===== config.mk =====
export PLATFORM = sky130hd
export DESIGN_NAME = sitrt_ctrl
export DESIGN_NICKNAME = d
export VERILOG_FILES = /design/src/rtl/sitrt_pkg.sv /design/src/rtl/sitrt_ctrl.sv
export SDC_FILE = /design/constraint.sdc
export NUM_CORES = 1
export LEC_CHECK = 0
export ABC_AREA = 1
export BUFFER_PORTS_ARGS = -buffer_cell sky130_fd_sc_hd__buf_4
export CAP_MARGIN = 0
export CORE_AREA = 4 4 41 43
export CTS_CLUSTER_DIAMETER = 60
export DETAILED_ROUTE_END_ITERATION = 10
export DIE_AREA = 0 0 45 47
export MAX_ROUTING_LAYER = met4
export SLEW_MARGIN = 5
export SYNTH_ARGS = -nofsm -noshare
export SYNTH_HDL_FRONTEND = slang
export SYNTH_SLANG_ARGS = --single-unit

===== constraint.sdc =====
create_clock -name clk -period 1.4 [get_ports clk]
set_input_delay 0.28 -clock clk [delete_from_list [all_inputs] [get_ports clk]]
set_output_delay 0.28 -clock clk [all_outputs]
set_load 0.02 [all_outputs]

===== src/rtl/sitrt_pkg.sv =====
// Shared constants, register index codes, controller state and command/status
// types for the signed integer to radix text core.
// No dependencies.
package sitrt_pkg;

	localparam int VALUE_W     = 32;
	localparam int SYM_W       = 8;
	localparam int CNT_W       = 6;
	localparam int WORD_W      = 64;
	localparam int WORD_COUNT  = 6;
	localparam int MAX_SYMBOLS = 48;
	localparam int DIGIT_DEPTH = 32;
	localparam int DIGIT_W     = 6;
	localparam int PTR_W       = $clog2(DIGIT_DEPTH);
	localparam int LEN_W       = PTR_W + 1;
	localparam int BIT_CNT_W   = $clog2(VALUE_W);
	localparam int CFG_IDX_W   = $clog2(WORD_COUNT + 1);
	localparam int WSEL_W      = CNT_W - 3;
	localparam int CHAR_SPACE  = 1 << SYM_W;

	localparam logic [SYM_W-1:0] CHAR_PLUS  = 8'h2B;
	localparam logic [SYM_W-1:0] CHAR_MINUS = 8'h2D;
	localparam logic [SYM_W-1:0] CHAR_LOW   = 8'd32;
	localparam logic [SYM_W-1:0] CHAR_HIGH  = 8'd126;

	// configuration register indexes
	localparam logic [CFG_IDX_W-1:0] REG_SYMBOL_COUNT  = 3'd0;
	localparam logic [CFG_IDX_W-1:0] REG_SYMBOLS_WORD0 = 3'd1;
	localparam logic [CFG_IDX_W-1:0] REG_SYMBOLS_WORD5 = 3'd6;

	typedef enum logic [1:0] {
		ST_IDLE,
		ST_WORK,
		ST_SIGN,
		ST_DIGITS
	} state_t;

	typedef struct packed {
		logic start;
		logic emit_sign;
		logic emit_digit;
	} cmd_t;

	typedef struct packed {
		logic conv_done;
		logic neg;
		logic out_free;
		logic digit_last;
	} conv_status_t;

	typedef struct packed {
		logic chk_done;
		logic chk_ok;
	} chk_status_t;

endpackage


===== src/rtl/sitrt_ctrl.sv =====
// Controller state machine: sequences conversion, alphabet check and emission.
// Depends on sitrt_pkg.
module sitrt_ctrl
	import sitrt_pkg::*;
(
	input  logic         clk,
	input  logic         arst_n,
	input  logic         in_valid,
	output logic         in_ready,
	input  conv_status_t conv_st,
	input  chk_status_t  chk_st,
	output cmd_t         cmd
);

	state_t state_q;
	state_t state_d;

	always_ff @(posedge clk or negedge arst_n) begin
		if (!arst_n) begin
			state_q <= ST_IDLE;
		end else begin
			state_q <= state_d;
		end
	end

	always_comb begin
		state_d = state_q;
		unique case (state_q)
			ST_IDLE: begin
				if (in_valid) begin
					state_d = ST_WORK;
				end
			end
			ST_WORK: begin
				if (conv_st.conv_done && chk_st.chk_done) begin
					if (!chk_st.chk_ok) begin
						state_d = ST_IDLE;
					end else if (conv_st.neg) begin
						state_d = ST_SIGN;
					end else begin
						state_d = ST_DIGITS;
					end
				end
			end
			ST_SIGN: begin
				if (conv_st.out_free) begin
					state_d = ST_DIGITS;
				end
			end
			ST_DIGITS: begin
				if (conv_st.out_free && conv_st.digit_last) begin
					state_d = ST_IDLE;
				end
			end
			default: begin
				state_d = ST_IDLE;
			end
		endcase
	end

	always_comb begin
		in_ready       = (state_q == ST_IDLE);
		cmd.start      = (state_q == ST_IDLE) && in_valid;
		cmd.emit_sign  = (state_q == ST_SIGN) && conv_st.out_free;
		cmd.emit_digit = (state_q == ST_DIGITS) && conv_st.out_free;
	end

endmodule


==> key figures <==
Outcome
  – Status: finished clean

Cells and area
  – Total Nets Final: 57
  – Finished Layout Cells: 61
  – FF/Latch Area: 52.6 µm²
  – Layout area overhead: 73.5%
  – Filler Cell Count: 155
  – Antenna cells: 0
  – Layout cell share with drive strength beyond 1: 47.8%
  – Layout Utilization: 25.9%
  – Multi-input logic area: 120 µm²

Global routing
  – Largest net degree at the start of global routing: 9
  – Global-route wire length before repair: 883 µm
  – GRT Total Usage: 6.44%
  – Vias in the first global route: 229
  – Antenna violations before repair: 0
  – Total grt overflow: 0

Setup path
  – R2r startpoint: state_q[0]
  – Worst Setup End Kind: primary output
  – Slowest Stage Delay on Critical Path: 0.47 ns
  – Startpoint types: flop
  – Reg2reg path depth: 4
  – Crit path DAT: 1.06 ns
  – Worst Path Required: 1.12 ns
  – Worst Setup SP: state_q[0]
  – Reg-to-reg slack, setup: 0.37 ns
  – CP cell instances: nor3_2 -> buf_4
  – Crit path kind: flop to primary output
  – Worst r2r dst: state_q[0]
  – CP max-delay cell: dfrtp_2
  – Crit-path max FO: 8

Place
  – Inst Count DP: 57
  – Port bufs: 12
  – Hpwl dp: 428 µm
  – GP Congestion: 0.713

Route
  – Via count: 243
  – DR iter-0 viols: 0
  – Per-cell routed wire length: 9.36 µm
  – Remaining DRCs: 0
  – Initial DRT Pass Iterations: 1
  – Routed vias/inst: 3.98
  – Final WL: 571 µm
  – Antenna viol nets, final: 0

Synth
  – Post-Syn Nets: 40
  – Mean Syn Cell Area: 6.26 µm²
  – Area leader, netlist: dfrtp_1
  – Synth Register Bits: 2
  – Yosys warns: 0
  – Post-synthesis cell area: 194 µm²
  – Synth top area share: 25.8%
  – Yosys cell types: 13
  – Post-Synthesis Cells: 31
  – Sequential cell area fraction in the yosys report: 25.8%
  – Ranking of synthesized cells by area: dfrtp_1 26%, nand2_1 17%, inv_1 9.7%

STA
  – Unrepaired setup endpoints after global routing: no
  – Least-Margin Pin Slew: 0.187 ns
  – Crit share post-route: 95.5%
  – Finish-stage setup viols: 0
  – Final Critical Period: 1.34 ns
  – Clock Skew: 0.000243 ns
  – Setup tns final: 0 ns
  – Slew Viols, Final: 0
  – Fmax: 748 MHz
  – Slew HR: 87.5%
  – Final Hold Violating Endpoints: 0

Die
  – Die H: 47 µm
  – Die area: 0.00212 mm²
  – Core box area: 0.00130 mm²
  – FP Rows: 13
  – Starting Density: 14.9%
  – Die width: 45 µm
  – I/O pin count: 13

Clock network
  – CTS Root Cell: clkbuf_4
  – Clock slew at reported path FFs: 0.03 ns
  – CTS HTree Levels: 1
  – Post-CTS Setup Inserts: 0
  – Clk_lat worst skew: 0.22 ns
  – Total clock sinks: 2
  – TritonCTS Buffers: 3
  – CTS tree: done
  – Clk buf depth: 2

Power and ir drop
  – P_leak: 0.183 nW
  – Peak VDD IR: 495 µV
  – Power Density: 1820 mW/mm²

Worst hold path
  – HP Class: input port to async pin

Job
  – MaxCap Viol Count: 0
[metrics by stage]
| stage | total power [mW] | hold slack (ns) | area [µm²] | setup slack, ns |
|---|---|---|---|---|
| floorplan | 0.382 | -0.0156 | 194 | 0.129 |
| global placement | 0.453 | 0.0629 | 292 | 0.203 |
| detailed placement | 0.465 | 0.0633 | 292 | 0.201 |
| CTS | 0.606 | 0.387 | 325 | 0.00101 |
| global route | 0.679 | 0.393 | 337 | 0.00893 |
| finish | 0.612 | 0.387 | 337 | 0.0632 |
[per-layer routing]
layer,wire (µm),part of all wire (%),global-route usage (%),vias to the layer above
li1,-,-,-,129
met1,254,44,6.82,106
met2,275,48,9.32,8
met3,41,7.2,3.83,0
met4,0,0,3.51,0
met5,0,0,-,-
[area by class of cell]
type,count,share of cell area [%]
Inverter,6,6.69
Sequential cell,2,15.6
Timing Repair Buffer,13,29.7
Multi-Input combinational cell,22,35.7
Tap cell,15,5.58
Clock buffer,3,6.69
[report_power, final]
part	total, mW	switching (mW)	internal, mW
registers	0.166	0.0729	0.0927
logic	0.321	0.174	0.147
clock network	0.126	0.0318	0.0945
total	0.612	0.279	0.334
[cell usage after synthesis]
cell,instances
nand3_2,1
dfrtp_1,2
nor2_1,2
nand4_1,2
a21oi_1,1
nand2_1,9
nor2_2,1
buf_6,1
o21bai_1,2
inv_1,5
nand3_1,1
nor3_1,3
inv_2,1
[logic make-up (layout without fill, tap and decap cells)]
group,count (synthesis),after routing,synth area share (%)
AOI/OAI and AO/OA,3,3,10.3
buffers and inverters,7,22,17.4
DFF,2,2,25.8
and+or+nand+nor,19,19,46.4
[worst max-delay path: cells and delay by family (launching register included)]
kind	cells	cell delay [ns]
simple gates	1	0.20
buf+inv	1	0.16
flops	1	0.47
[layout by cell type (no fill, tap or decap)]
cell	n
inv_2	1
nand3_2	1
o21bai_1	2
nor3_2	2
a21oi_1	1
nor2_1	2
nand4_1	2
dfrtp_2	2
nor3_1	1
clkbuf_4	3
buf_4	12
nor2_2	1
nand3_1	1
inv_1	5
nand2_1	9
dlygate4sd3_1	1
[worst max-delay path by stage]
stage                     endpoint  slack (ns)  cells after the start
after global placement      cmd[1]        0.20                      3
after CTS                   cmd[1]       0.001                      2
after floorplan             cmd[1]        0.13                      2
after detailed placement    cmd[1]        0.20                      3
final                       cmd[1]        0.06                      2
after global routing        cmd[1]       0.009                      3
[repair_timing]
action                                  in CTS  in global routing
hold buffers                                 1                  0
endpoints found under the hold margin        2                  0
resized for setup                            1                  3
endpoints found under the setup margin       1                  3
(Power assumes the default switching activity.)
