<file path="src/rtl/sitrt_pkg.sv">
// Shared constants, register index codes, controller state and command/status
// types for the signed integer to radix text core.
// No dependencies.
package sitrt_pkg;

	localparam int VALUE_W     = 32;
	localparam int SYM_W       = 8;
	localparam int CNT_W       = 6;
	localparam int WORD_W      = 64;
	localparam int WORD_COUNT  = 6;
	localparam int MAX_SYMBOLS = 48;
	localparam int DIGIT_DEPTH = 32;
	localparam int DIGIT_W     = 6;
	localparam int PTR_W       = $clog2(DIGIT_DEPTH);
	localparam int LEN_W       = PTR_W + 1;
	localparam int BIT_CNT_W   = $clog2(VALUE_W);
	localparam int CFG_IDX_W   = $clog2(WORD_COUNT + 1);
	localparam int WSEL_W      = CNT_W - 3;
	localparam int CHAR_SPACE  = 1 << SYM_W;

	localparam logic [SYM_W-1:0] CHAR_PLUS  = 8'h2B;
	localparam logic [SYM_W-1:0] CHAR_MINUS = 8'h2D;
	localparam logic [SYM_W-1:0] CHAR_LOW   = 8'd32;
	localparam logic [SYM_W-1:0] CHAR_HIGH  = 8'd126;

	// configuration register indexes
	localparam logic [CFG_IDX_W-1:0] REG_SYMBOL_COUNT  = 3'd0;
	localparam logic [CFG_IDX_W-1:0] REG_SYMBOLS_WORD0 = 3'd1;
	localparam logic [CFG_IDX_W-1:0] REG_SYMBOLS_WORD5 = 3'd6;

	typedef enum logic [1:0] {
		ST_IDLE,
		ST_WORK,
		ST_SIGN,
		ST_DIGITS
	} state_t;

	typedef struct packed {
		logic start;
		logic emit_sign;
		logic emit_digit;
	} cmd_t;

	typedef struct packed {
		logic conv_done;
		logic neg;
		logic out_free;
		logic digit_last;
	} conv_status_t;

	typedef struct packed {
		logic chk_done;
		logic chk_ok;
	} chk_status_t;

endpackage

</file>
<file path="src/rtl/sitrt_conv.sv">
// Bit-serial binary to radix conversion over a row of digit cells, plus the
// output register. Depends on sitrt_pkg.
module sitrt_conv
	import sitrt_pkg::*;
(
	input  logic               clk,
	input  logic               arst_n,
	input  cmd_t               cmd,
	input  logic [VALUE_W-1:0] value,
	input  logic [CNT_W-1:0]   radix,
	input  logic [SYM_W-1:0]   sym_data,
	output logic [DIGIT_W-1:0] emit_idx,
	output conv_status_t       conv_st,
	output logic               out_valid,
	input  logic               out_ready,
	output logic [SYM_W-1:0]   out_symbol,
	output logic               out_last
);

	logic [VALUE_W-1:0]   mag_q;
	logic                 neg_q;
	logic [DIGIT_W-1:0]   digit_q [DIGIT_DEPTH];
	logic [LEN_W-1:0]     len_q;
	logic [BIT_CNT_W-1:0] bit_cnt_q;
	logic                 conv_busy_q;
	logic                 out_valid_q;
	logic [SYM_W-1:0]     symbol_q;
	logic                 last_q;

	logic [DIGIT_W:0]     dbl    [DIGIT_DEPTH];
	logic [DIGIT_W:0]     diff   [DIGIT_DEPTH];
	logic [DIGIT_DEPTH-1:0] gen;
	logic [DIGIT_DEPTH-1:0] gen_or_prop;
	logic [DIGIT_DEPTH:0] csum;
	logic [DIGIT_DEPTH:0] carry;
	logic [DIGIT_W:0]     radix_x;
	logic [LEN_W-1:0]     ptr;
	logic                 out_free;

	// each cell doubles its digit and adds the carry from below; the carries
	// form a generate/propagate chain resolved by one adder
	always_comb begin
		radix_x = {1'b0, radix};
		for (int i = 0; i < DIGIT_DEPTH; i++) begin
			dbl[i]         = {digit_q[i], 1'b0};
			gen[i]         = (dbl[i] >= radix_x);
			gen_or_prop[i] = gen[i] || (dbl[i] == radix_x - (DIGIT_W+1)'(1));
		end
		csum  = {1'b0, gen_or_prop} + {1'b0, gen} + {{DIGIT_DEPTH{1'b0}}, mag_q[VALUE_W-1]};
		carry = csum ^ {1'b0, gen_or_prop} ^ {1'b0, gen};
		for (int i = 0; i < DIGIT_DEPTH; i++) begin
			diff[i] = {digit_q[i], carry[i]} - (carry[i+1] ? radix_x : '0);
		end
	end

	// read pointer is the most significant digit still to go
	assign ptr      = (len_q == '0) ? '0 : len_q - LEN_W'(1);
	assign emit_idx = digit_q[ptr[PTR_W-1:0]];
	assign out_free = !out_valid_q || out_ready;

	always_ff @(posedge clk or negedge arst_n) begin
		if (!arst_n) begin
			conv_busy_q <= 1'b0;
			bit_cnt_q   <= '0;
			len_q       <= '0;
		end else if (cmd.start) begin
			conv_busy_q <= 1'b1;
			bit_cnt_q   <= '0;
			len_q       <= '0;
		end else if (conv_busy_q) begin
			len_q     <= len_q + {{(LEN_W-1){1'b0}}, carry[len_q]};
			bit_cnt_q <= bit_cnt_q + BIT_CNT_W'(1);
			if (bit_cnt_q == '1) begin
				conv_busy_q <= 1'b0;
			end
		end else if (cmd.emit_digit) begin
			len_q <= ptr;
		end
	end

	always_ff @(posedge clk) begin
		if (cmd.start) begin
			neg_q <= value[VALUE_W-1];
			mag_q <= value[VALUE_W-1] ? (VALUE_W'(0) - value) : value;
			for (int i = 0; i < DIGIT_DEPTH; i++) begin
				digit_q[i] <= '0;
			end
		end else if (conv_busy_q) begin
			mag_q <= {mag_q[VALUE_W-2:0], 1'b0};
			for (int i = 0; i < DIGIT_DEPTH; i++) begin
				digit_q[i] <= diff[i][DIGIT_W-1:0];
			end
		end
	end

	// output register
	always_ff @(posedge clk or negedge arst_n) begin
		if (!arst_n) begin
			out_valid_q <= 1'b0;
		end else if (cmd.emit_sign || cmd.emit_digit) begin
			out_valid_q <= 1'b1;
		end else if (out_ready) begin
			out_valid_q <= 1'b0;
		end
	end

	always_ff @(posedge clk) begin
		if (cmd.emit_sign) begin
			symbol_q <= CHAR_MINUS;
			last_q   <= 1'b0;
		end else if (cmd.emit_digit) begin
			symbol_q <= sym_data;
			last_q   <= (ptr == '0);
		end
	end

	assign conv_st.conv_done  = !conv_busy_q;
	assign conv_st.neg        = neg_q;
	assign conv_st.out_free   = out_free;
	assign conv_st.digit_last = (ptr == '0);

	assign out_valid  = out_valid_q;
	assign out_symbol = symbol_q;
	assign out_last   = last_q;

endmodule
</file>
<file path="config.mk">
export PLATFORM = sky130hd
export DESIGN_NAME = sitrt_conv
export DESIGN_NICKNAME = d
export VERILOG_FILES = /design/src/rtl/sitrt_pkg.sv /design/src/rtl/sitrt_conv.sv
export SDC_FILE = /design/constraint.sdc
export NUM_CORES = 1
export LEC_CHECK = 0
export BUFFER_PORTS_ARGS = -buffer_cell sky130_fd_sc_hd__buf_2
export CAP_MARGIN = 20
export CORE_MARGIN = 5
export CORE_UTILIZATION = 29
export DETAILED_ROUTE_END_ITERATION = 16
export SLEW_MARGIN = 0
export SYNTH_ARGS = -nofsm -noshare
export SYNTH_HDL_FRONTEND = slang
export SYNTH_SLANG_ARGS = --single-unit
</file>
<file path="constraint.sdc">
create_clock -name clk -period 7.8 [get_ports clk]
set_clock_uncertainty 0.2 [all_clocks]
set_input_delay 1.17 -clock clk [delete_from_list [all_inputs] [get_ports clk]]
set_output_delay 1.17 -clock clk [all_outputs]
set_load 0.05 [all_outputs]
</file>
==> results.py <==
metrics = {
    "clocking": {
        "cts_buffers": 34,
        "cts_root_buf": "clkbuf_16",
        "postCtsResizedCells": 0,
        "post_cts_buffers": 0,
        "cts_tree": "yes",
        "cts_hold_buf": 0,
        "ctsHtreeMaxLevel": 2,
        "clkSlewWorstSetupHoldPaths_ns": 0.06,
        "clk_path_buf_depth": 3,
        "clkSinkCount": 247,
        "clock_latency_ns": 0.58,
    },
    "flow_run": {
        "cap_violations": 0,
    },
    "min_path": {
        "hold_class": "reg2reg",
        "min_path_cells": 2,
        "hp-start": "out_last$_SDFFE_PP0P_",
        "holdPathEnd": "out_last$_SDFFE_PP0P_",
    },
    "critical_path": {
        "path_max_fanout": 11,
        "rr_startpoint": "digit_q[20][3]$_SDFFCE_PP0P_",
        "worstSetupEndpointType": "primary output",
        "critPathLaunchType": "register",
        "arrival_ns": 5.69,
        "worst-setup-path-type": "reg2out",
        "required_ns": 6.43,
        "reg2reg_slack_ns": 1.81,
        "reg2reg_depth": 21,
        "reg2reg_to": "digit_q[30][5]$_SDFFCE_PP0P_",
    },
    "place": {
        "place_congestion": 1.00,
        "dp.final_hpwl_um": 68400,
        "dpl.cell_count": 4299,
        "dp_slack_ns": 0.475,
        "port_buffers": 71,
    },
    "drt": {
        "wl_met1_um": 42000,
        "ant_nets": 0,
        "met2WireLength_um": 40600,
        "wl_per_cell_um": 21.5,
        "first_iter_violations": 2112,
        "dr_total_vias": 23941,
        "dr.max_layer_used": "met4",
        "viasPerCell": 5.49,
        "postRouteWirelength_um": 93900,
        "drtPass1Iterations": 7,
        "route.met3.wl_um": 7860,
        "drc": 0,
    },
    "cells_and_area": {
        "layout.nets": 3494,
        "final_cells": 4363,
        "multi_input_area_um2": 18500,
        "syn2layout_area_growth_pct": 11.5,
        "seqCellArea_um2": 7260,
        "layout-drive-gt1-share_pct": 9.49,
        "fillers": 9629,
    },
    "power_and_ir_drop": {
        "p_switching_mw": 6.25,
        "p_clk_share_pct": 12.7,
        "seqPwrFrac_pct": 22.4,
        "irDropWorstVdd_uv": 206,
        "power_density_nw_per_um2": 422,
        "combPwrFrac_pct": 64.9,
        "p_sw_share_pct": 49.1,
        "internal-power_mw": 6.48,
        "p_leak_nw": 13.0,
    },
    "timing": {
        "layout_min_cycle_time_ns": 7.06,
        "fin_crit_sh_pct": 90.5,
        "hold_viol": 0,
        "fmax_ghz": 0.142,
        "rsz0062_at_grt": "no",
        "slew_headroom_pct": 17.7,
        "drv_slew": 0,
        "setup_tns_ns": 0,
        "finalWorstSetupSlack_ns": 0.742,
        "worst_pin_slew_ns": 1.22,
        "setup_violations": 0,
    },
    "global_routing": {
        "grt_max_degree": 150,
        "grt_pass1_wl_um": 141000,
        "overflow": 0,
        "grt_pass1_vias": 22850,
        "antenna_found_initial": 3,
        "grt_usage_pct": 18.2,
    },
    "synthesis": {
        "synthTopCellsByCount": "ha_1, nor2_1, nand2_1, edfxtp_1, a21oi_1",
        "postSynthCellCount": 3047,
        "synth_ff_type": "edfxtp_1",
        "yosysSeqAreaShare_pct": 26.8,
        "synth_area_per_cell_um2": 8.88,
        "synth.top_cell.area_share_pct": 25.0,
        "synth_warnings": 0,
        "syn_nets": 3460,
        "ys_types": 108,
        "ys_ff_latch": 247,
        "synth.area.top_cells": "edfxtp_1, ha_1, xor2_1",
        "synth_area_leader_cell": "edfxtp_1",
        "synth.cell_area_um2": 27100,
        "synth_edf_count": 225,
        "yosysMostFrequentCell": "ha_1",
        "synthArstFlopShare_pct": 5.26,
    },
    "floorplanning": {
        "dieHeight_um": 315,
        "core_area_um2": 92900,
        "die-area_um2": 99500,
        "start_util_pct": 29.1,
        "num_rows": 112,
        "io_pins": 72,
        "die_x_um": 315,
    },
    "run_status": {
        "status": "finished clean",
    },
}
==> worst max-delay path by stage <==
| stage | from | to | cells after the start |
|---|---|---|---|
| after global placement | radix[0] | digit_q[31][5]$_SDFFCE_PP0P_ | 24 |
| after CTS | radix[0] | digit_q[31][5]$_SDFFCE_PP0P_ | 25 |
| after floorplan | radix[0] | digit_q[31][5]$_SDFFCE_PP0P_ | 29 |
| after global routing | radix[0] | digit_q[30][5]$_SDFFCE_PP0P_ | 24 |
| final | len_q[1]$_DFFE_PN0P_ | emit_idx[2] | 11 |
| after detailed placement | radix[0] | digit_q[31][5]$_SDFFCE_PP0P_ | 25 |
==> registers in the layout (all words and copies together), names as in the netlist <==
signal,flops
neg_q,1
mag_q,32
out_symbol,8
conv_busy_q,1
digit_q,192
len_q,6
bit_cnt_q,5
out_valid,1
out_last,1
==> metrics by stage <==
step	area, um2	total power, mW	hold slack (ns)	utilization, %
after floorplan	27100	8.48	0.293	-
after global placement	29100	10.8	0.271	31.3
after detailed placement	29100	11.0	0.275	31.3
after CTS	30200	12.6	0.291	32.5
after global routing	30200	13.7	0.309	32.5
final	30200	12.7	0.287	32.5
==> layout make-up <==
cell class	instances	share of cell area, %
antenna	2	0.0166
clock buffer	43	2.96
multi-input combinational	2488	61.4
timing repair buffer	154	3.68
inverter	156	1.96
clock inverter	19	0.697
sequential	247	24.1
tap	1254	5.20
==> power by group through the flow <==
| stage | Sequential (mW) | Clock [mW] | Combinational (mW) |
|---|---|---|---|
| 5_1_grt | 2.89 | 1.70 | 9.10 |
| 4_1_cts | 2.83 | 1.66 | 8.16 |
| 3_5_place_dp | 2.85 | 0 | 8.11 |
| 3_3_place_gp | 2.85 | 0 | 7.99 |
| 2_1_floorplan | 2.51 | 0 | 5.97 |
| 6_report | 2.86 | 1.61 | 8.26 |
==> worst max-delay path, cell delays in order, from the launching register on <==
cell and delay (ns):
dfrtp_1 0.71, clkinv_1 0.13, buf_4 0.23, ha_1 0.23, and4b_1 0.27, nor2_1 0.68
nand2_1 0.61, o221ai_1 0.36, a21oi_1 0.10, o311ai_0 1.00, o31ai_1 0.42, buf_2 0.35
==> cells by family after synthesis <==
kind of cell / count (synthesis) / share of synthesized area (%)
buffers and inverters: 312 / 4.82
AO/OA/AOI/OAI: 752 / 18.9
adder cells (fa/ha/maj): 361 / 17.6
AND/OR/NAND/NOR: 1013 / 18.2
multiplexers: 43 / 1.65
XOR/XNOR: 319 / 11.9
flip-flops: 247 / 26.8
==> layout by cell type, fill, tap and decap left out, drive strengths merged, types with 50 or more instances in the layout <==
cell | Yosys | routed
ha | 329 | 329
nor2 | 304 | 304
nand2 | 276 | 276
edfxtp | 225 | 225
a21oi | 203 | 203
xor2 | 177 | 177
inv | 152 | 155
buf | 55 | 154
o21ai | 129 | 129
xnor2 | 113 | 113
a21o | 96 | 96
nor2b | 65 | 65
nand2b | 59 | 59
nor3 | 53 | 53
nand3 | 50 | 50
==> per-layer routing <==
metal | vias to the layer above | global-route usage (%)
met5 | - | 0
met4 | 0 | 6.05
met3 | 205 | 3.09
met2 | 1055 | 28.1
met1 | 11555 | 25.8
li1 | 11126 | -
No activity file was read; power rests on OpenSTA's default activity.
