### config.mk
export PLATFORM = sky130hd
export DESIGN_NAME = sitrt_alpha
export DESIGN_NICKNAME = d
export VERILOG_FILES = /design/src/rtl/sitrt_pkg.sv /design/src/rtl/sitrt_alpha.sv
export SDC_FILE = /design/constraint.sdc
export NUM_CORES = 1
export LEC_CHECK = 0
export BUFFER_PORTS_ARGS = -buffer_cell sky130_fd_sc_hd__buf_2
export CAP_MARGIN = 30
export CORE_ASPECT_RATIO = 1.25
export CORE_MARGIN = 5
export CORE_UTILIZATION = 41
export CTS_BUF_LIST = sky130_fd_sc_hd__clkbuf_16
export CTS_CLUSTER_SIZE = 25
export DETAILED_ROUTE_END_ITERATION = 12
export PLACE_DENSITY_LB_ADDON = 0.12
export SKIP_LAST_GASP = 1
export SLEW_MARGIN = 20
export SYNTH_ARGS = -nofsm -noshare
export SYNTH_HDL_FRONTEND = slang
export SYNTH_SLANG_ARGS = --single-unit
### constraint.sdc
create_clock -name clk -period 7.65 [get_ports clk]
set_clock_uncertainty 0.2 [all_clocks]
set_input_delay 2.295 -clock clk [delete_from_list [all_inputs] [get_ports clk]]
set_output_delay 2.295 -clock clk [all_outputs]
set_load 0.005 [all_outputs]
### src/rtl/sitrt_pkg.sv
// Shared constants, register index codes, controller state and command/status
// types for the signed integer to radix text core.
// No dependencies.
package sitrt_pkg;

	localparam int VALUE_W     = 32;
	localparam int SYM_W       = 8;
	localparam int CNT_W       = 6;
	localparam int WORD_W      = 64;
	localparam int WORD_COUNT  = 6;
	localparam int MAX_SYMBOLS = 48;
	localparam int DIGIT_DEPTH = 32;
	localparam int DIGIT_W     = 6;
	localparam int PTR_W       = $clog2(DIGIT_DEPTH);
	localparam int LEN_W       = PTR_W + 1;
	localparam int BIT_CNT_W   = $clog2(VALUE_W);
	localparam int CFG_IDX_W   = $clog2(WORD_COUNT + 1);
	localparam int WSEL_W      = CNT_W - 3;
	localparam int CHAR_SPACE  = 1 << SYM_W;

	localparam logic [SYM_W-1:0] CHAR_PLUS  = 8'h2B;
	localparam logic [SYM_W-1:0] CHAR_MINUS = 8'h2D;
	localparam logic [SYM_W-1:0] CHAR_LOW   = 8'd32;
	localparam logic [SYM_W-1:0] CHAR_HIGH  = 8'd126;

	// configuration register indexes
	localparam logic [CFG_IDX_W-1:0] REG_SYMBOL_COUNT  = 3'd0;
	localparam logic [CFG_IDX_W-1:0] REG_SYMBOLS_WORD0 = 3'd1;
	localparam logic [CFG_IDX_W-1:0] REG_SYMBOLS_WORD5 = 3'd6;

	typedef enum logic [1:0] {
		ST_IDLE,
		ST_WORK,
		ST_SIGN,
		ST_DIGITS
	} state_t;

	typedef struct packed {
		logic start;
		logic emit_sign;
		logic emit_digit;
	} cmd_t;

	typedef struct packed {
		logic conv_done;
		logic neg;
		logic out_free;
		logic digit_last;
	} conv_status_t;

	typedef struct packed {
		logic chk_done;
		logic chk_ok;
	} chk_status_t;

endpackage

### src/rtl/sitrt_alpha.sv
// Alphabet registers, symbol read port and serial alphabet validity check.
// Depends on sitrt_pkg.
module sitrt_alpha
	import sitrt_pkg::*;
(
	input  logic                 clk,
	input  logic                 arst_n,
	input  logic                 cfg_we,
	input  logic [CFG_IDX_W-1:0] cfg_index,
	input  logic [WORD_W-1:0]    cfg_data,
	input  cmd_t                 cmd,
	input  logic [DIGIT_W-1:0]   emit_idx,
	output logic [CNT_W-1:0]     radix,
	output logic [SYM_W-1:0]     sym_data,
	output chk_status_t          chk_st
);

	logic [CNT_W-1:0]      count_q;
	logic [WORD_W-1:0]     words_q [WORD_COUNT];
	logic [CHAR_SPACE-1:0] seen_q;
	logic [CNT_W-1:0]      chk_idx_q;
	logic                  chk_busy_q;
	logic                  chk_ok_q;

	logic [CNT_W-1:0]  rd_idx;
	logic [WSEL_W-1:0] word_sel;
	logic              bad_char;
	logic              dup_char;
	logic              chk_last;
	logic              count_ok;

	// configuration registers
	always_ff @(posedge clk or negedge arst_n) begin
		if (!arst_n) begin
			count_q <= '0;
			for (int w = 0; w < WORD_COUNT; w++) begin
				words_q[w] <= '0;
			end
		end else if (cfg_we) begin
			unique case (cfg_index) inside
				REG_SYMBOL_COUNT: begin
					count_q <= cfg_data[CNT_W-1:0];
				end
				[REG_SYMBOLS_WORD0:REG_SYMBOLS_WORD5]: begin
					words_q[cfg_index - REG_SYMBOLS_WORD0] <= cfg_data;
				end
				default: begin
				end
			endcase
		end
	end

	// one symbol read port, shared by the check and the emission
	always_comb begin
		rd_idx   = chk_busy_q ? chk_idx_q : emit_idx;
		word_sel = rd_idx[CNT_W-1:3];
		sym_data = '0;
		if (word_sel < WSEL_W'(WORD_COUNT)) begin
			sym_data = words_q[word_sel][{rd_idx[2:0], 3'b000} +: SYM_W];
		end
	end

	assign bad_char = (sym_data == CHAR_PLUS) || (sym_data == CHAR_MINUS)
		|| (sym_data < CHAR_LOW) || (sym_data > CHAR_HIGH);
	assign dup_char = seen_q[sym_data];
	assign chk_last = (chk_idx_q == count_q - CNT_W'(1));
	assign count_ok = (count_q >= CNT_W'(2)) && (count_q <= CNT_W'(MAX_SYMBOLS));

	always_ff @(posedge clk or negedge arst_n) begin
		if (!arst_n) begin
			chk_busy_q <= 1'b0;
			chk_ok_q   <= 1'b0;
			chk_idx_q  <= '0;
		end else if (cmd.start) begin
			chk_busy_q <= count_ok;
			chk_ok_q   <= count_ok;
			chk_idx_q  <= '0;
		end else if (chk_busy_q) begin
			if (bad_char || dup_char) begin
				chk_ok_q   <= 1'b0;
				chk_busy_q <= 1'b0;
			end else if (chk_last) begin
				chk_busy_q <= 1'b0;
			end
			chk_idx_q <= chk_idx_q + CNT_W'(1);
		end
	end

	// characters already seen in this pass
	always_ff @(posedge clk) begin
		if (cmd.start) begin
			seen_q <= '0;
		end else if (chk_busy_q) begin
			seen_q[sym_data] <= 1'b1;
		end
	end

	assign radix           = count_q;
	assign chk_st.chk_done = !chk_busy_q;
	assign chk_st.chk_ok   = chk_ok_q;

endmodule

==> results of run 1 <==
[metal layers]
| metal | vias to the layer above | track usage [%] |
|---|---|---|
| met2 | 390 | 36.3 |
| met4 | 10 | 5.88 |
| met1 | 8573 | 29.3 |
| met5 | - | 0 |
| met3 | 125 | 3.63 |
| li1 | 7539 | - |
[cell families (layout without fill, tap and decap cells)]
logic type,count (synthesis),after routing,synth area share (%)
multiplexers,568,568,28.0
flip-flops,510,510,50.9
AND/OR/NAND/NOR,440,440,8.20
AO/OA/AOI/OAI,324,324,8.66
buffers and inverters,180,293,3.32
XOR/XNOR,14,14,0.512
adder cells (fa/ha/maj),7,7,0.365
other,0,2,0
[stage by stage]
step	power [W]	hold WS, ns
after global routing	0.00974	0.287
after global placement	0.00676	0.242
final	0.00923	0.262
after detailed placement	0.00684	0.253
after floorplan	0.00580	0.230
after CTS	0.00932	0.269
[cell usage in the layout, fill, tap and decap left out, types with 21 or more instances in the layout]
cell type and count:
nor2_1 155, mux2_2 399, dfxtp_1 112, buf_4 73, clkinv_1 21, inv_1 32
dfrtp_1 397, nand2_1 146, a22oi_1 24, mux4_2 42, nor3_1 31, mux2i_1 122
nand2b_1 23, buf_2 90, o22ai_1 22, a21oi_1 159, clkbuf_16 57
[sequential cells by signal, summed over array words and instances, names as in the netlist]
name,flops
words_q,384
seen_q,112
chk_idx_q,6
radix,6
chk_busy_q,1
chk_ok_q,1
[cell usage after synthesis, types with 10 or more instances]
master and count:
mux2i_1 124, mux4_2 42, dfrtp_1 398, dfxtp_1 112, and3_1 12, clkbuf_1 97, inv_1 22, buf_4 16
a22oi_1 24, a21boi_0 11, o211ai_1 12, o21ai_0 19, nor3_1 32, nand3_1 19, nor2_1 159, a21oi_1 159
a311oi_1 10, mux2_2 401, nand2b_1 23, nand2_1 146, buf_2 36, o22ai_1 22
[final timing paths]
| path | from | to | slack (ns) | cells after the start |
|---|---|---|---|---|
| min in group asynchronous | arst_n | words_q[335] | 1.54 | 1 |
| min reg2reg | seen_q[121] | seen_q[121] | 0.26 | 2 |
| max in group asynchronous | arst_n | words_q[163] | 4.27 | 2 |
| max reg2reg | chk_busy_q | chk_busy_q | 1.82 | 15 |
| max | emit_idx[4] | sym_data[7] | 0.23 | 10 |
| min | seen_q[121] | seen_q[121] | 0.26 | 2 |
[critical path, stage by stage]
cell,delay [ns]
buf_2,0.22
mux2_4,0.40
buf_12,0.27
buf_12,0.23
mux2i_1,0.21
mux2i_1,0.11
mux2_2,0.27
o211ai_1,0.29
o211ai_1,0.35
buf_2,0.24
[area by class of cell]
cell class	instances	area [um^2]	area share [%]
Clock buffer	57	1430	5.26
Multi-Input combinational cell	1353	11100	40.7
Antenna cell	2	5.00	0.0185
Sequential cell	510	12200	45.0
Clock inverter	40	196	0.724
Inverter	23	86.3	0.318
Timing Repair Buffer	173	1210	4.46
Tap cell	757	947	3.49
[power groups by stage]
stage                     registers, W  logic [W]  clock network, W
after floorplan                0.00370    0.00210                 0
after global placement         0.00381    0.00294                 0
after detailed placement       0.00385    0.00299                 0
after CTS                      0.00380    0.00300           0.00252
after global routing           0.00390    0.00323           0.00262
final                          0.00381    0.00298           0.00244
==> impl_metrics.csv, run 1 <==
group,metric,value,unit
timing,relSlewSlack,35.4,%
clocking,cts_tree,"yes",
worst_hold_path,hold_path_class,"flop to flop",
routing,drt_iter0_drc,1114,
yosys,ys_types,72,
pwr,switching_share,33.2,%
job,maxCapViolations,0,
yosys,syn_avg_cell_area,11.7,um^2
layout,fillers,5331,
yosys,synth-seq-cells,510,
placement,post-dp-hpwl,45200,um
layout,finalInstanceArea,27100,um^2
placement,gp_congestion,0.940,
pwr,p_switching,0.00307,W
yosys,netlist_area,24000,um^2
pwr,vdd_drop_max,249,uV
die,row_count,99,
pwr,p_leak,11.3,nW
placement,dp.cells,2816,
routing,wl_per_cell,23.5,um
clocking,clockRootBuffer,"clkbuf_16",
setup_path,required,5.16,ns
clocking,clock_path_buffers,3,
clocking,path_clk_slew,0.06,ns
routing,dr.pass1.iters,6,
routing,routed_wl,68400,um
timing,maxSlewViolCount,0,
setup_path,worst-setup-path-type,"primary input to output port",
die,fp.dieW,226,um
pwr,clkPwrFrac,26.4,%
yosys,synth_flop_cell,"dfrtp_1",
global_routing,gr-usage-all-layers,21.6,%
layout,final_cells,2915,
pwr,seqPwrFrac,41.2,%
clocking,ctsHoldBuffers,0,
yosys,yosysSeqAreaShare,50.9,%
global_routing,grt_max_degree,163,
routing,wl_met2,33600,um
setup_path,arrival,4.93,ns
global_routing,grt_pass1_vias,17325,
timing,finalCriticalPeriod,7.42,ns
routing,drc,0,
timing,final.setup.tns,0,ns
timing,setup_viol,0,
setup_path,start_kind,"primary input",
global_routing,grt_pass1_wl,107000,um
timing,hold_violations,0,
layout,layout-drive-gt1-share,32.7,%
placement,pre_cts_ws,0.213,ns
layout,fin_util,46.7,%
timing,grt_setup_unrepaired,"no",
clocking,cts.sinks,510,
die,num_io_pins,95,
yosys,synth.net_count,2129,
routing,vias,16637,
clocking,cts_max_level,2,
routing,met3_length,3120,um
placement,placed_area,25500,um^2
routing,top_layer_used,"met5",
yosys,synth_top_area_cell,"dfrtp_1",
die,fp.coreArea,58100,um^2
global_routing,grt_antenna_before_repair,10,
clocking,clk_latency,0.61,ns
layout,syn2layout_area_growth,13.2,%
timing,period_share,97.0,%
pwr,p_comb_share,32.3,%
placement,port_buffers,92,
pwr,p_int,0.00616,W
yosys,synth_top_area_share,41.6,%
global_routing,grt_overflow,0,
routing,ant_nets,0,
yosys,synth-edff-count,0,
routing,vias_per_cell,5.71,
clocking,cts_buffers,54,
die,die_height,280,um
timing,tightest_slew,0.969,ns
pwr,power_density,340,nW/um^2
clocking,cts_setup_buffers,0,
die,start_util,41.3,%
clocking,post_cts_resized,0,
yosys,synth_area_leaders,"dfrtp_1, mux2_2, dfxtp_1",
die,dieArea,63400,um^2
yosys,synth_cells,2043,
setup_path,endpoint_kind,"output port",
layout,final_nets,2201,
routing,met1_length,29800,um
yosys,synthArstFlopShare,78.0,%
run_status,status,"finished clean",
timing,fmax,0.135,GHz
timing,fin_ws,0.228,ns
setup_path,crit_fanout,24,
yosys,yosys_warnings,0,
Note: power is estimated with default switching activity, not from simulation.
==> inputs of run 2 (changes only) <==
Settings changed: CELL_PAD_IN_SITES_DETAIL_PLACEMENT set to 1, CELL_PAD_IN_SITES_GLOBAL_PLACEMENT set to 2.
==> impl_metrics.csv, run 2 (synthesized netlist as in run 1, its figures left out) <==
group,metric,value,unit
run_status,status,"finished clean",
setup_path,crit_family,"multiplexers",
pwr,vdd_drop_max,405,uV
die,num_io_pins,95,
layout,final_common_cell,"mux2_2",
layout,fillers,6129,
clocking,cts_tree,"yes",
layout,final_cell_mix,"mux2_2, dfrtp_1, a21oi_1",
die,fp.coreArea,58100,um^2
layout,top_register,"words_q",
timing,hold_ws,0.263,ns
layout,final_nets,2214,
pwr,power_density,346,nW/um^2
clocking,clockRootBuffer,"clkbuf_16",
clocking,cts_buffers,54,
layout,multiInputGateArea,11100,um^2
layout,diodes,0,
setup_path,path_buf_inv,3,
worst_hold_path,hold_path_class,"flop to flop",
placement,pre_cts_ws,0.262,ns
routing,vias,16771,
timing,fmax,0.134,GHz
setup_path,r2r_cells,16,
routing,routed_wl,74300,um
clocking,path_clk_slew,0.06,ns
placement,port_buffers,92,
timing,relSlewSlack,36.7,%
timing,period_share,97.2,%
clocking,cts_setup_buffers,0,
global_routing,grt_pass1_wl,114000,um
setup_path,endpoint_kind,"output port",
routing,dr.pass1.iters,4,
setup_path,crit_slowest_cell,"o211ai_1",
die,start_util,41.3,%
layout,largest_reg_flops,384,
timing,fin_ws,0.212,ns
setup_path,required,5.16,ns
pwr,total_power,0.00942,W
global_routing,gr-usage-all-layers,23.4,%
routing,drt_iter0_drc,859,
job,maxCapViolations,0,
placement,post-dp-hpwl,50000,um
clocking,clock_path_buffers,3,
setup_path,start_kind,"primary input",
routing,ant_nets,0,
clocking,ctsHoldBuffers,0,
timing,hold_violations,0,
clocking,clk_latency,0.62,ns
layout,top_regs,"words_q x384, seen_q x112",
worst_hold_path,holdPathStages,2,
timing,tightest_slew,0.950,ns
routing,vias_per_cell,5.73,
setup_path,rr_endpoint,"chk_ok_q",
layout,syn2layout_area_growth,13.6,%
setup_path,rrSetupSlack,1.93,ns
pwr,p_leak,11.4,nW
setup_path,worstPathCellList,"buf_2, mux2_4, buf_12, mux2i_1, mux4_2, nand2_1, o31ai_1, o211ai_1, buf_2",
setup_path,worst-setup-path-type,"primary input to output port",
setup_path,cpMostUsedCell,"buf_2",
clocking,post_cts_resized,0,
setup_path,cpPeakStageDelay,0.73,ns
global_routing,grt_overflow,0,
clocking,cts_max_level,2,
setup_path,crit_fanout,27,
die,dieArea,63400,um^2
global_routing,grt_pass1_vias,18353,
placement,gp_congestion,0.885,
global_routing,grt_max_degree,125,
die,fp.dieW,226,um
timing,setup_viol,0,
worst_hold_path,min_to,"seen_q[22]",
timing,finalCriticalPeriod,7.44,ns
routing,wl_per_cell,25.4,um
timing,grt_setup_unrepaired,"no",
timing,maxSlewViolCount,0,
clocking,cts.sinks,510,
setup_path,arrival,4.94,ns
worst_hold_path,hold_start,"seen_q[22]",
die,row_count,99,
timing,final.setup.tns,0,ns
setup_path,worstReg2RegStart,"chk_busy_q",
die,die_height,280,um
layout,layout-drive-gt1-share,33.2,%
global_routing,grt_antenna_before_repair,9,
layout,regArea,12200,um^2
routing,drc,0,
==> run 2: cell types whose count changed in the layout (fill, tap and decap cells not counted), sizes merged <==
cell / delta
inv: +4
bufinv: +2
buf: +13
diode: -2
clkinv: -3
clkinvlp: -1
clkbuf: -2
==> run 2: final cells by class <==
cell class | instances | share of cell area (%)
multi-input combinational | 1353 | 40.6
timing repair buffer | 186 | 4.73
tap | 757 | 3.48
inverter | 23 | 0.317
clock inverter | 42 | 0.993
clock buffer | 55 | 5.06
sequential | 510 | 44.8
==> run 2: report_power, final <==
part           leakage, nW  internal, W  switching [W]
sequential            5.74      0.00340       0.000414
clock                0.865      0.00139        0.00111
combinational         4.75      0.00142        0.00168
total                 11.4      0.00622        0.00321
==> run 2: worst max-delay path by stage <==
stage / start / depth (start not counted) / to
after floorplan: emit_idx[4] / 10 / sym_data[1]
after global placement: emit_idx[4] / 11 / sym_data[0]
after detailed placement: emit_idx[4] / 9 / sym_data[5]
after CTS: emit_idx[4] / 9 / sym_data[5]
after global routing: emit_idx[4] / 9 / sym_data[5]
final: emit_idx[4] / 9 / sym_data[7]
==> run 2: through the flow <==
step,std cells,instance area (um^2),utilization [%]
after CTS,2925,27200,46.8
after global routing,2926,27200,46.9
after floorplan,2043,24000,-
after detailed placement,2828,25600,44.0
after global placement,2827,25600,44.0
final,2926,27200,46.9
==> run 2: worst reg2reg max path, stage by stage (launching register included) <==
cell,delay [ns]
dfrtp_2,0.58
buf_12,0.27
mux2_4,0.54
buf_12,0.30
buf_4,0.19
mux2i_1,0.13
mux4_2,0.53
nand2_1,0.23
o311ai_4,0.22
nand2_4,0.14
buf_4,0.66
mux4_2,0.64
nor2_1,0.26
nor4_1,0.11
nor4_1,0.29
a311oi_1,0.19
o21ai_1,0.17
==> run 2: layer usage <==
layer  up-vias  global-route usage [%]  part of all wire (%)
li1       7527                       -                     -
met1      8846                    28.7                    41
met2       261                    42.9                    53
met3       129                    3.15                   3.0
met4         8                    6.88                   3.2
met5         -                       0                 0.083
==> inputs of run 3 (changes only) <==
Settings changed: ABC_AREA set to 0, MAX_ROUTING_LAYER set to met4.
==> impl_metrics.csv, run 3 (synthesized netlist as in run 1, its figures left out) <==
group,metric,value,unit
worst_hold_path,holdPathStages,2,
die,fp.dieW,226,um
routing,vias,16730,
setup_path,endpoint_kind,"output port",
timing,fmax,0.135,GHz
placement,port_buffers,92,
setup_path,worstPathCellList,"buf_2, mux2_4, buf_12, mux2i_1, mux4_2, nand2_1, o31ai_1, o211ai_1, buf_2",
pwr,p_leak,11.4,nW
global_routing,grt_antenna_before_repair,9,
global_routing,grt_pass1_wl,114000,um
setup_path,worst-setup-path-type,"primary input to output port",
clocking,ctsHoldBuffers,0,
die,row_count,99,
global_routing,grt_overflow,0,
clocking,cts_setup_buffers,0,
die,start_util,41.3,%
layout,final_nets,2214,
global_routing,use_met1,28.7,%
routing,ant_nets,0,
global_routing,grt_pass1_vias,18328,
timing,final.setup.tns,0,ns
routing,dr.pass1.iters,5,
timing,tightest_slew,0.949,ns
global_routing,grt_util_met2,42.8,%
clocking,post_cts_resized,0,
die,dieArea,63400,um^2
global_routing,grt_max_degree,125,
timing,finalCriticalPeriod,7.40,ns
clocking,cts_buffers,54,
worst_hold_path,hold_path_class,"flop to flop",
layout,final_cell_mix,"mux2_2, dfrtp_1, a21oi_1",
pwr,vdd_drop_max,403,uV
clocking,cts_tree,"yes",
timing,grt_setup_unrepaired,"no",
global_routing,gr-usage-all-layers,24.1,%
die,num_io_pins,95,
timing,period_share,96.7,%
timing,relSlewSlack,36.7,%
pwr,total_power,0.00941,W
die,die_height,280,um
job,maxCapViolations,0,
setup_path,r2r_cells,16,
clocking,clk_latency,0.62,ns
run_status,status,"finished clean",
clocking,cts_max_level,2,
clocking,clockRootBuffer,"clkbuf_16",
clocking,cts.sinks,510,
timing,setup_viol,0,
worst_hold_path,min_to,"seen_q[22]",
setup_path,start_kind,"primary input",
setup_path,worstReg2RegStart,"chk_busy_q",
setup_path,cpPeakStageDelay,0.69,ns
pwr,power_density,346,nW/um^2
worst_hold_path,hold_start,"seen_q[22]",
setup_path,crit_slowest_cell,"o211ai_1",
setup_path,rr_endpoint,"chk_ok_q",
setup_path,rrSetupSlack,1.94,ns
placement,gp_congestion,0.900,
routing,wl_per_cell,25.3,um
setup_path,cpMostUsedCell,"buf_2",
layout,final_common_cell,"mux2_2",
routing,drt_iter0_drc,825,
timing,hold_violations,0,
global_routing,grt_busiest_layer,"met2",
die,fp.coreArea,58100,um^2
layout,largest_reg_flops,384,
routing,routed_wl,74200,um
setup_path,crit_fanout,27,
timing,maxSlewViolCount,0,
global_routing,use_met3,3.19,%
clocking,clock_path_buffers,3,
layout,syn2layout_area_growth,13.7,%
clocking,path_clk_slew,0.06,ns
routing,vias_per_cell,5.71,
placement,post-dp-hpwl,50000,um
setup_path,arrival,4.90,ns
layout,top_regs,"words_q x384, seen_q x112",
setup_path,required,5.16,ns
layout,layout-drive-gt1-share,33.2,%
layout,top_register,"words_q",
routing,drc,0,
==> run 3: critical path, delay by kind of cell <==
| family | cells | cell delay (ns) |
|---|---|---|
| muxes | 3 | 1.09 |
| AOI/OAI and AO/OA | 2 | 0.75 |
| buffers and inverters | 3 | 0.62 |
| and+or+nand+nor | 1 | 0.09 |
==> run 3: metal layers <==
layer  wire [um]  vias to the layer above
met1       30400                     8791
li1            -                     7535
met4        2350                        0
met3        2320                      128
met2       39100                      276
met5           0                        -
==> run 3: metrics by stage <==
stage	hold slack (ns)	cells	util, %	instance area (um^2)	setup WS [ns]
after floorplan	0.230	2043	-	24000	0.598
after detailed placement	0.255	2828	44.0	25600	0.262
after CTS	0.270	2925	46.8	27200	0.258
final	0.263	2930	46.9	27200	0.251
after global routing	0.283	2930	46.9	27200	0.173
after global placement	0.242	2827	44.0	25600	0.259
==> run 3: how the worst max path moves through the flow <==
| stage | slack (ns) | endpoint | cells past startpoint | startpoint |
|---|---|---|---|---|
| 2_1_floorplan | 0.60 | sym_data[1] | 10 | emit_idx[4] |
| 3_3_place_gp | 0.26 | sym_data[0] | 11 | emit_idx[4] |
| 3_5_place_dp | 0.26 | sym_data[5] | 9 | emit_idx[4] |
| 5_1_grt | 0.17 | sym_data[5] | 9 | emit_idx[4] |
| 4_1_cts | 0.26 | sym_data[5] | 9 | emit_idx[4] |
| 6_report | 0.25 | sym_data[7] | 9 | emit_idx[4] |
==> run 3: final cells by class <==
class | instances | area (um^2)
diodes | 4 | 10.0
clock buffers | 55 | 1380
clock inverters | 42 | 270
fillers | 6135 | 30900
inverters | 23 | 86.3
multi-input cells | 1353 | 11100
flip-flops and latches | 510 | 12200
well taps | 757 | 947
repair buffers | 186 | 1290
==> run 3: where the power goes <==
part | leakage, nW | internal, W | total (W) | switching [W]
logic | 4.75 | 0.00142 | 0.00309 | 0.00167
registers | 5.74 | 0.00340 | 0.00382 | 0.000414
clock network | 0.865 | 0.00139 | 0.00250 | 0.00111
total | 11.4 | 0.00622 | 0.00941 | 0.00320
